--- src/rtl/core/bnms_pkg.sv ---
`timescale 1ns / 1ps

package bnms_pkg;

    // Capacity of one set and derived widths
    localparam int BOX_MAX = 32;
    localparam int IDX_W   = $clog2(BOX_MAX);
    localparam int CNT_W   = $clog2(BOX_MAX + 1);

    // Field widths
    localparam int COORD_W = 12;
    localparam int SIZE_W  = 11;
    localparam int THR_W   = 16;

    // Arithmetic widths
    localparam int EDGE_W  = COORD_W + 1;
    localparam int AREA_W  = 2 * SIZE_W;
    localparam int UNION_W = AREA_W + 1;
    localparam int PROD_W  = THR_W + UNION_W;

    // Threshold after reset, about 0.1 in Q0.16
    localparam logic [THR_W-1:0] THR_RESET = THR_W'(6554);

    typedef struct packed {
        logic signed [COORD_W-1:0] left;
        logic signed [COORD_W-1:0] top;
        logic        [SIZE_W-1:0]  width;
        logic        [SIZE_W-1:0]  height;
    } box_t;

    localparam int BOX_W = $bits(box_t);

    // Controller to datapath
    typedef struct packed {
        logic             load;
        logic             rd_en;
        logic [IDX_W-1:0] rd_addr;
        logic             sel_mode;
        logic             sel_start;
        logic             emit;
    } nms_cmd_t;

    // Datapath to controller
    typedef struct packed {
        logic [CNT_W-1:0] count;
        logic             pipe_busy;
        logic             out_free;
        logic             rest_empty;
    } nms_stat_t;

endpackage

--- src/rtl/core/bnms_ram.sv ---
`timescale 1ns / 1ps

module bnms_ram #(
    parameter int WIDTH = 8,
    parameter int DEPTH = 32
) (
    input  logic                     clk,
    input  logic                     wr_en,
    input  logic [$clog2(DEPTH)-1:0] wr_addr,
    input  logic [WIDTH-1:0]         wr_data,
    input  logic                     rd_en,
    input  logic [$clog2(DEPTH)-1:0] rd_addr,
    output logic [WIDTH-1:0]         rd_data
);

    logic [WIDTH-1:0] mem [DEPTH];

    // Write one entry, read one entry into the output register
    always_ff @(posedge clk)
    begin
        if (wr_en)
        begin
            mem[wr_addr] <= wr_data;
        end
        if (rd_en)
        begin
            rd_data <= mem[rd_addr];
        end
    end

endmodule

--- src/rtl/core/bnms_ctrl.sv ---
`timescale 1ns / 1ps

module bnms_ctrl (
    input  logic                 clk,
    input  logic                 rst_n,
    input  logic                 box_valid,
    input  logic                 last_box,
    output logic                 box_stall,
    input  bnms_pkg::nms_stat_t  stat,
    output bnms_pkg::nms_cmd_t   cmd
);

    localparam logic [2:0] ST_LOAD     = 3'd0;
    localparam logic [2:0] ST_SEL      = 3'd1;
    localparam logic [2:0] ST_SEL_WAIT = 3'd2;
    localparam logic [2:0] ST_SUP      = 3'd3;
    localparam logic [2:0] ST_SUP_WAIT = 3'd4;
    localparam logic [2:0] ST_EMIT     = 3'd5;

    logic [2:0]                 state_reg;
    logic [2:0]                 state_next;
    logic [bnms_pkg::CNT_W-1:0] scan_reg;
    logic [bnms_pkg::CNT_W-1:0] scan_next;
    logic                       scan_last;

    assign scan_last = (scan_reg == (stat.count - bnms_pkg::CNT_W'(1)));
    assign box_stall = (state_reg != ST_LOAD);

    // Sequence load, select, suppress and emit
    always_comb
    begin
        state_next    = state_reg;
        scan_next     = scan_reg;
        cmd           = '0;
        cmd.rd_addr   = scan_reg[bnms_pkg::IDX_W-1:0];
        case (state_reg)
            ST_LOAD:
            begin
                cmd.load = box_valid;
                if (box_valid && last_box)
                begin
                    state_next = ST_SEL;
                    scan_next  = '0;
                end
            end
            ST_SEL:
            begin
                cmd.rd_en     = 1'b1;
                cmd.sel_mode  = 1'b1;
                cmd.sel_start = (scan_reg == '0);
                if (scan_last)
                begin
                    state_next = ST_SEL_WAIT;
                    scan_next  = '0;
                end
                else
                begin
                    scan_next = scan_reg + bnms_pkg::CNT_W'(1);
                end
            end
            ST_SEL_WAIT:
            begin
                if (!stat.pipe_busy)
                begin
                    state_next = ST_SUP;
                end
            end
            ST_SUP:
            begin
                cmd.rd_en = 1'b1;
                if (scan_last)
                begin
                    state_next = ST_SUP_WAIT;
                    scan_next  = '0;
                end
                else
                begin
                    scan_next = scan_reg + bnms_pkg::CNT_W'(1);
                end
            end
            ST_SUP_WAIT:
            begin
                if (!stat.pipe_busy)
                begin
                    state_next = ST_EMIT;
                end
            end
            ST_EMIT:
            begin
                if (stat.out_free)
                begin
                    cmd.emit   = 1'b1;
                    state_next = stat.rest_empty ? ST_LOAD : ST_SEL;
                end
            end
            default:
            begin
                state_next = ST_LOAD;
                scan_next  = '0;
            end
        endcase
    end

    always_ff @(posedge clk or negedge rst_n)
    begin
        if (!rst_n)
        begin
            state_reg <= ST_LOAD;
            scan_reg  <= '0;
        end
        else
        begin
            state_reg <= state_next;
            scan_reg  <= scan_next;
        end
    end

endmodule

--- src/rtl/core/bnms_datapath.sv ---
`timescale 1ns / 1ps

module bnms_datapath (
    input  logic                                 clk,
    input  logic                                 rst_n,
    input  bnms_pkg::nms_cmd_t                   cmd,
    output bnms_pkg::nms_stat_t                  stat,
    input  logic                                 cfg_wr,
    input  logic        [bnms_pkg::THR_W-1:0]    cfg_data,
    input  logic signed [bnms_pkg::COORD_W-1:0]  box_left,
    input  logic signed [bnms_pkg::COORD_W-1:0]  box_top,
    input  logic        [bnms_pkg::SIZE_W-1:0]   box_width,
    input  logic        [bnms_pkg::SIZE_W-1:0]   box_height,
    output logic                                 kept_valid,
    input  logic                                 kept_stall,
    output logic signed [bnms_pkg::COORD_W-1:0]  kept_left,
    output logic signed [bnms_pkg::COORD_W-1:0]  kept_top,
    output logic        [bnms_pkg::SIZE_W-1:0]   kept_width,
    output logic        [bnms_pkg::SIZE_W-1:0]   kept_height,
    output logic                                 last_kept,
    output logic                                 overflowed
);

    // Overlap of two 1-D extents, zero when they only touch or are apart
    function automatic logic [bnms_pkg::SIZE_W-1:0] overlap(
        input logic signed [bnms_pkg::COORD_W-1:0] pa,
        input logic        [bnms_pkg::SIZE_W-1:0]  sa,
        input logic signed [bnms_pkg::COORD_W-1:0] pb,
        input logic        [bnms_pkg::SIZE_W-1:0]  sb
    );
        logic signed [bnms_pkg::EDGE_W-1:0] a0;
        logic signed [bnms_pkg::EDGE_W-1:0] b0;
        logic signed [bnms_pkg::EDGE_W-1:0] a1;
        logic signed [bnms_pkg::EDGE_W-1:0] b1;
        logic signed [bnms_pkg::EDGE_W-1:0] lo;
        logic signed [bnms_pkg::EDGE_W-1:0] hi;
        logic signed [bnms_pkg::EDGE_W:0]   span;
        a0   = $signed({pa[bnms_pkg::COORD_W-1], pa});
        b0   = $signed({pb[bnms_pkg::COORD_W-1], pb});
        a1   = a0 + $signed({2'b00, sa});
        b1   = b0 + $signed({2'b00, sb});
        lo   = (a0 > b0) ? a0 : b0;
        hi   = (a1 < b1) ? a1 : b1;
        span = $signed({hi[bnms_pkg::EDGE_W-1], hi}) - $signed({lo[bnms_pkg::EDGE_W-1], lo});
        return (span > 0) ? span[bnms_pkg::SIZE_W-1:0] : '0;
    endfunction

    logic [bnms_pkg::THR_W-1:0]   thr_reg;
    logic [bnms_pkg::CNT_W-1:0]   count_reg;
    logic [bnms_pkg::CNT_W-1:0]   count_next;
    logic                         overflow_reg;
    logic                         overflow_next;
    logic [bnms_pkg::BOX_MAX-1:0] alive_reg;
    logic [bnms_pkg::BOX_MAX-1:0] alive_next;
    logic [bnms_pkg::BOX_MAX-1:0] best_onehot;
    logic                         has_room;
    bnms_pkg::box_t               in_box;
    bnms_pkg::box_t               rd_box;

    // Read pipeline stage
    logic                         p1_valid_reg;
    logic                         p1_sel_reg;
    logic [bnms_pkg::IDX_W-1:0]   p1_idx_reg;

    // Selection state
    logic                         found_reg;
    bnms_pkg::box_t               best_box_reg;
    logic [bnms_pkg::IDX_W-1:0]   best_idx_reg;
    logic signed [bnms_pkg::EDGE_W-1:0] best_bottom_reg;
    logic signed [bnms_pkg::EDGE_W-1:0] cand_bottom;
    logic                         take;
    logic [bnms_pkg::AREA_W-1:0]  ka_reg;

    // Overlap pipeline stages
    logic                         a_valid_reg;
    logic [bnms_pkg::IDX_W-1:0]   a_idx_reg;
    logic [bnms_pkg::SIZE_W-1:0]  a_dx_reg;
    logic [bnms_pkg::SIZE_W-1:0]  a_dy_reg;
    logic [bnms_pkg::SIZE_W-1:0]  a_w_reg;
    logic [bnms_pkg::SIZE_W-1:0]  a_h_reg;
    logic                         b_valid_reg;
    logic [bnms_pkg::IDX_W-1:0]   b_idx_reg;
    logic [bnms_pkg::AREA_W-1:0]  b_inter_reg;
    logic [bnms_pkg::AREA_W-1:0]  b_area_reg;
    logic                         c_valid_reg;
    logic [bnms_pkg::IDX_W-1:0]   c_idx_reg;
    logic [bnms_pkg::AREA_W-1:0]  c_inter_reg;
    logic [bnms_pkg::UNION_W-1:0] c_union_reg;
    logic [bnms_pkg::PROD_W-1:0]  lhs;
    logic [bnms_pkg::PROD_W-1:0]  rhs;
    logic                         hit;

    // Output register
    logic                         kept_valid_reg;
    bnms_pkg::box_t               kept_box_reg;
    logic                         last_kept_reg;
    logic                         overflowed_reg;

    assign in_box.left   = box_left;
    assign in_box.top    = box_top;
    assign in_box.width  = box_width;
    assign in_box.height = box_height;
    assign has_room      = (count_reg < bnms_pkg::CNT_W'(bnms_pkg::BOX_MAX));

    bnms_ram #(
        .WIDTH (bnms_pkg::BOX_W),
        .DEPTH (bnms_pkg::BOX_MAX)
    ) u_store (
        .clk     (clk),
        .wr_en   (cmd.load && has_room),
        .wr_addr (count_reg[bnms_pkg::IDX_W-1:0]),
        .wr_data (in_box),
        .rd_en   (cmd.rd_en),
        .rd_addr (cmd.rd_addr),
        .rd_data (rd_box)
    );

    // Pick the live box with the greatest bottom edge seen so far, later wins ties
    assign cand_bottom = $signed({rd_box.top[bnms_pkg::COORD_W-1], rd_box.top})
                       + $signed({2'b00, rd_box.height});
    assign take = p1_valid_reg && p1_sel_reg && alive_reg[p1_idx_reg]
               && (!found_reg || (cand_bottom >= best_bottom_reg));

    assign best_onehot = {{(bnms_pkg::BOX_MAX-1){1'b0}}, 1'b1} << best_idx_reg;

    // Compare intersection against threshold times union
    assign lhs = {1'b0, c_inter_reg, {bnms_pkg::THR_W{1'b0}}};
    assign rhs = bnms_pkg::PROD_W'(thr_reg) * bnms_pkg::PROD_W'(c_union_reg);
    assign hit = c_valid_reg && (lhs > rhs);

    // Update set bookkeeping
    always_comb
    begin
        count_next    = count_reg;
        overflow_next = overflow_reg;
        alive_next    = alive_reg;
        if (cmd.load)
        begin
            if (has_room)
            begin
                alive_next[count_reg[bnms_pkg::IDX_W-1:0]] = 1'b1;
                count_next = count_reg + bnms_pkg::CNT_W'(1);
            end
            else
            begin
                overflow_next = 1'b1;
            end
        end
        if (hit)
        begin
            alive_next[c_idx_reg] = 1'b0;
        end
        if (cmd.emit)
        begin
            alive_next = alive_reg & ~best_onehot;
            if (stat.rest_empty)
            begin
                count_next    = '0;
                overflow_next = 1'b0;
            end
        end
    end

    always_comb
    begin
        stat.count      = count_reg;
        stat.pipe_busy  = p1_valid_reg || a_valid_reg || b_valid_reg || c_valid_reg;
        stat.out_free   = !kept_valid_reg || !kept_stall;
        stat.rest_empty = ((alive_reg & ~best_onehot) == '0);
    end

    // Control registers
    always_ff @(posedge clk or negedge rst_n)
    begin
        if (!rst_n)
        begin
            thr_reg        <= bnms_pkg::THR_RESET;
            count_reg      <= '0;
            overflow_reg   <= 1'b0;
            alive_reg      <= '0;
            p1_valid_reg   <= 1'b0;
            a_valid_reg    <= 1'b0;
            b_valid_reg    <= 1'b0;
            c_valid_reg    <= 1'b0;
            found_reg      <= 1'b0;
            kept_valid_reg <= 1'b0;
        end
        else
        begin
            if (cfg_wr)
            begin
                thr_reg <= cfg_data;
            end
            count_reg    <= count_next;
            overflow_reg <= overflow_next;
            alive_reg    <= alive_next;
            p1_valid_reg <= cmd.rd_en;
            a_valid_reg  <= p1_valid_reg && !p1_sel_reg;
            b_valid_reg  <= a_valid_reg;
            c_valid_reg  <= b_valid_reg;
            if (cmd.sel_start)
            begin
                found_reg <= 1'b0;
            end
            else if (take)
            begin
                found_reg <= 1'b1;
            end
            if (cmd.emit)
            begin
                kept_valid_reg <= 1'b1;
            end
            else if (!kept_stall)
            begin
                kept_valid_reg <= 1'b0;
            end
        end
    end

    // Payload registers
    always_ff @(posedge clk)
    begin
        p1_sel_reg <= cmd.sel_mode;
        p1_idx_reg <= cmd.rd_addr;
        if (take)
        begin
            best_box_reg    <= rd_box;
            best_idx_reg    <= p1_idx_reg;
            best_bottom_reg <= cand_bottom;
        end
        ka_reg      <= best_box_reg.width * best_box_reg.height;
        a_idx_reg   <= p1_idx_reg;
        a_dx_reg    <= overlap(best_box_reg.left, best_box_reg.width,
                               rd_box.left, rd_box.width);
        a_dy_reg    <= overlap(best_box_reg.top, best_box_reg.height,
                               rd_box.top, rd_box.height);
        a_w_reg     <= rd_box.width;
        a_h_reg     <= rd_box.height;
        b_idx_reg   <= a_idx_reg;
        b_inter_reg <= a_dx_reg * a_dy_reg;
        b_area_reg  <= a_w_reg * a_h_reg;
        c_idx_reg   <= b_idx_reg;
        c_inter_reg <= b_inter_reg;
        c_union_reg <= bnms_pkg::UNION_W'(ka_reg) + bnms_pkg::UNION_W'(b_area_reg)
                     - bnms_pkg::UNION_W'(b_inter_reg);
        if (cmd.emit)
        begin
            kept_box_reg   <= best_box_reg;
            last_kept_reg  <= stat.rest_empty;
            overflowed_reg <= overflow_reg;
        end
    end

    assign kept_valid  = kept_valid_reg;
    assign kept_left   = kept_box_reg.left;
    assign kept_top    = kept_box_reg.top;
    assign kept_width  = kept_box_reg.width;
    assign kept_height = kept_box_reg.height;
    assign last_kept   = last_kept_reg;
    assign overflowed  = overflowed_reg;

endmodule

--- src/rtl/core/box_non_maximum_suppression.sv ---
// Channel   Direction  Handshake             Payload
// box       in         box_valid/box_stall   box_left box_top box_width box_height last_box
// kept      out        kept_valid/kept_stall kept_left kept_top kept_width kept_height
//                                            last_kept overflowed
// cfg       in         cfg_valid/cfg_ready   cfg_data (overlap threshold, Q0.16)
//
// Loading takes one box per cycle while box_stall is low. A suppression round reads
// each stored box once to pick the best and lets the read stage drain, then reads each
// again through the overlap pipeline, drains it, emits; K kept boxes cost K rounds.
// Reset clears the set (count, live bits, overflow) and sets the threshold to 6554;
// the box store needs no clearing pass. box_stall is high from the last box until
// the last kept box is registered; a stalled kept transfer holds the next round's emit.
`timescale 1ns / 1ps

module box_non_maximum_suppression (
    input  logic                                 clk,
    input  logic                                 rst_n,
    input  logic                                 box_valid,
    output logic                                 box_stall,
    input  logic signed [bnms_pkg::COORD_W-1:0]  box_left,
    input  logic signed [bnms_pkg::COORD_W-1:0]  box_top,
    input  logic        [bnms_pkg::SIZE_W-1:0]   box_width,
    input  logic        [bnms_pkg::SIZE_W-1:0]   box_height,
    input  logic                                 last_box,
    output logic                                 kept_valid,
    input  logic                                 kept_stall,
    output logic signed [bnms_pkg::COORD_W-1:0]  kept_left,
    output logic signed [bnms_pkg::COORD_W-1:0]  kept_top,
    output logic        [bnms_pkg::SIZE_W-1:0]   kept_width,
    output logic        [bnms_pkg::SIZE_W-1:0]   kept_height,
    output logic                                 last_kept,
    output logic                                 overflowed,
    input  logic                                 cfg_valid,
    output logic                                 cfg_ready,
    input  logic        [bnms_pkg::THR_W-1:0]    cfg_data
);

    bnms_pkg::nms_cmd_t  cmd;
    bnms_pkg::nms_stat_t stat;

    // Take threshold writes at any time
    assign cfg_ready = 1'b1;

    bnms_ctrl u_ctrl (
        .clk       (clk),
        .rst_n     (rst_n),
        .box_valid (box_valid),
        .last_box  (last_box),
        .box_stall (box_stall),
        .stat      (stat),
        .cmd       (cmd)
    );

    bnms_datapath u_datapath (
        .clk         (clk),
        .rst_n       (rst_n),
        .cmd         (cmd),
        .stat        (stat),
        .cfg_wr      (cfg_valid && cfg_ready),
        .cfg_data    (cfg_data),
        .box_left    (box_left),
        .box_top     (box_top),
        .box_width   (box_width),
        .box_height  (box_height),
        .kept_valid  (kept_valid),
        .kept_stall  (kept_stall),
        .kept_left   (kept_left),
        .kept_top    (kept_top),
        .kept_width  (kept_width),
        .kept_height (kept_height),
        .last_kept   (last_kept),
        .overflowed  (overflowed)
    );

endmodule

--- config.mk ---
export PLATFORM = sky130hd
export DESIGN_NAME = box_non_maximum_suppression
export DESIGN_NICKNAME = d
export VERILOG_FILES = /design/src/rtl/core/bnms_pkg.sv /design/src/rtl/core/bnms_ram.sv /design/src/rtl/core/bnms_ctrl.sv /design/src/rtl/core/bnms_datapath.sv /design/src/rtl/core/box_non_maximum_suppression.sv
export SDC_FILE = /design/constraint.sdc
export NUM_CORES = 2
export LEC_CHECK = 0
export BUFFER_PORTS_ARGS = -buffer_cell sky130_fd_sc_hd__clkbuf_2
export CORE_ASPECT_RATIO = 2
export CORE_UTILIZATION = 25
export DETAILED_ROUTE_END_ITERATION = 10
export GPL_ROUTABILITY_DRIVEN = 0
export HOLD_SLACK_MARGIN = 0.05
export PLACE_DENSITY = 0.38
export SLEW_MARGIN = 20
export SYNTH_ARGS = -nofsm -noshare
export SYNTH_HDL_FRONTEND = slang
export SYNTH_SLANG_ARGS = --single-unit
--- constraint.sdc ---
create_clock -name clk -period 9.5 [get_ports clk]
set_input_delay 0.475 -clock clk [delete_from_list [all_inputs] [get_ports clk]]
set_output_delay 0.475 -clock clk [all_outputs]
set_load 0.01 [all_outputs]
==> impl_metrics.yaml <==
finish:
  nFillCells: 40040
  largest_register_ffs: 1472
  drive_gt1_share_pct: 16.69
  regArea_um2: 54260
  final_core_utilization_pct: 28.63
  area_growth_pct: 14.15
  multi_input_area_um2: 41680
  nNetsFinal: 8128
clocking:
  cts_tree: "built"
  cts.sinks: 1876
  h-tree-depth: 4
  insertion_delay_ns: 0.95
  clock_path_buffers: 4
  clk_pin_slew_worst_paths_ns: 0.07
  numCtsBuffers: 189
  clk_root_buffer_cell: "clkbuf_16"
detailed_routing:
  drt-initial-drc-count: 3363
  drt-total-wl_um: 334500
  ant_nets: 0
  dr.pass1.iters: 10
  drcViolationCount: 4
  dr_total_vias: 57200
  via_per_inst: 4.566
  avgRoutedWirePerCell_um: 26.70
floorplanning:
  dieArea_um2: 402500
  ios: 119
  start_util_pct: 25.08
  die_h_um: 896.3
  fp-row-count: 328
  core_area_um2: 398500
  die_width_um: 449.1
worst_setup_path:
  cpMostUsedCell: "fa_1"
  arrival_ns: 9.66
  path_class: "reg2reg"
  slowest_delay_ns: 0.78
  worstSetupStartpointType: "flip-flop"
  critPathRequiredTime_ns: 10.15
  reg2regPathDepth: 34
  cpMaxStageDelayCell: "dfxtp_1"
  end_kind: "flip-flop"
  cp_max_fo: 16
sta:
  setup_viol: 0
  postLayoutSetupSlackWorst_ns: 0.4935
  finalHoldViolations: 0
  max_slew_margin_pct: 15.11
  final.setup.tns_ns: 0
  timing.fmax_ghz: 0.1110
  worstMarginPinSlew_ns: 1.264
  finalClockSkew_ns: 0.1427
  rsz0062_at_grt: "false"
  period_share_pct: 94.81
  min_period_ns: 9.007
  drv_slew: 0
hold_path:
  holdPathStages: 1
  hp-class: "in2reg"
synthesis:
  synthCells: 6825
  synth_top_cell_by_area: "edfxtp_1"
  syn-num-nets: 7926
  syn-cell-area_um2: 99960
  ys_top_cells_by_area: "edfxtp_1 49%, fa_1 11%, mux4_2 11%, ha_1 5.9%, dfxtp_1 3.5%"
  synth_edf_count: 1630
  yosysSeqAreaShare_pct: 54.25
  yosysTopAreaCellShare_pct: 48.97
  synth_top_flop_cell: "edfxtp_1"
  ys_ff_latch: 1876
  synth_most_common_cell: "edfxtp_1"
  synth_common_cells: "1,630 x edfxtp_1, 852 x inv_1, 574 x nand2_1"
  avgSynthCellArea_um2: 14.65
  synth_cell_types: 92
  ys_warn_count: 0
  async_reset_ff_share_pct: 3.731
grt:
  grt_first_pass_wirelength_um: 473400
  grt_pass1_vias: 63660
  grt_max_degree: 128
  track_usage_pct: 16.51
  grt_overflow: 0
  antenna_found_initial: 44
place:
  pre_cts_slack_ns: 0.3285
  hpwl_um: 224900
  numPortBuffers: 117
run:
  maxCapViolations: 0
status:
  violations: "DRC"
  status: "finished with violations"
==> timing repair <==
| item | in CTS | in global routing |
|---|---|---|
| endpoints found under the setup margin | 0 | 32 |
| setup buffers | 0 | 1 |
| hold buffers | 20 | 0 |
| hold endpoints to repair | 34 | 0 |
| resized for setup | 0 | 15 |
==> path summary, 6_finish.rpt <==
kind	from	endpoint	slack (ns)
worst max register to register	u_datapath.c_union_reg[3]	u_datapath.alive_reg[2]	0.49
worst min-delay path	box_top[11]	u_datapath.u_store.mem[1][33]	0.13
worst max-delay path	u_datapath.c_union_reg[3]	u_datapath.alive_reg[2]	0.49
max in group asynchronous	rst_n	u_datapath.thr_reg[10]	7.87
min in group asynchronous	rst_n	u_datapath.thr_reg[12]	0.28
worst min register to register	u_datapath.b_idx_reg[2]	u_datapath.c_idx_reg[2]	0.33
==> placed cells by master (no fill, tap or decap), types with 34 or more instances in the layout <==
cell type	instances
a21o_1	45
a21oi_1	177
and2_1	306
buf_4	149
clkbuf_16	194
clkbuf_2	116
clkinv_1	44
clkinv_2	36
dfrtp_1	58
dfxtp_1	174
diode_2	74
edfxtp_1	1630
fa_1	560
ha_1	471
inv_1	852
mux2_2	76
mux4_2	470
nand2_1	574
nand2b_1	34
nand3_1	56
nor2_1	144
nor2b_1	52
nor3_1	92
o21a_1	37
o21ai_0	102
or3_1	34
xnor2_1	113
xor2_1	46
==> per-layer routing <==
layer	routed length (um)	global-route usage, %	vias to the layer above
met5	91	0	-
li1	-	-	24940
met3	9378	1.732	553
met4	19190	8.666	16
met2	190500	32.96	1108
met1	115400	16.50	30590
==> cell families after synthesis <==
group,after synthesis,share of synthesized area [%]
buf+inv,1141,4.341
fa+ha+maj,1033,17.14
flops,1876,54.25
compound gates,602,4.065
mux,574,11.73
xor+xnor,161,1.411
other cells,1,0.003751
simple gates,1437,7.066
==> through the flow <==
| stage | cells | cell area (um^2) | hold WS (ns) |
|---|---|---|---|
| 5_1_grt | 12510 | 114100 | 0.1526 |
| 6_report | 12530 | 114100 | 0.1281 |
| 2_1_floorplan | 6825 | 99960 | 0.1794 |
| 4_1_cts | 12450 | 113800 | 0.07066 |
| 3_5_place_dp | 12090 | 107600 | 0.3132 |
| 3_3_place_gp | 12090 | 107600 | 0.3102 |
==> critical path, delay by kind of cell, from the launching register on <==
family | cells | cell delay, ns
flip-flops | 1 | 0.78
multiplexers | 1 | 0.22
AND/OR/NAND/NOR | 7 | 1.39
adder cells (fa/ha/maj) | 8 | 3.37
buffers and inverters | 7 | 0.93
AO/OA/AOI/OAI | 10 | 1.95
XOR/XNOR | 1 | 0.10
==> layout make-up <==
class                   count  area share (%)
inverters                 854           2.817
diodes                     74          0.1623
well taps                5280           5.790
clock inverters           117          0.9409
clock buffers             220           4.322
repair buffers            298           1.882
multi-input cells        3808           36.53
flip-flops and latches   1876           47.56
Power is left out: the tool's default activity adds up to more than one toggle a clock period on the data nets, which glitch-free logic cannot reach.
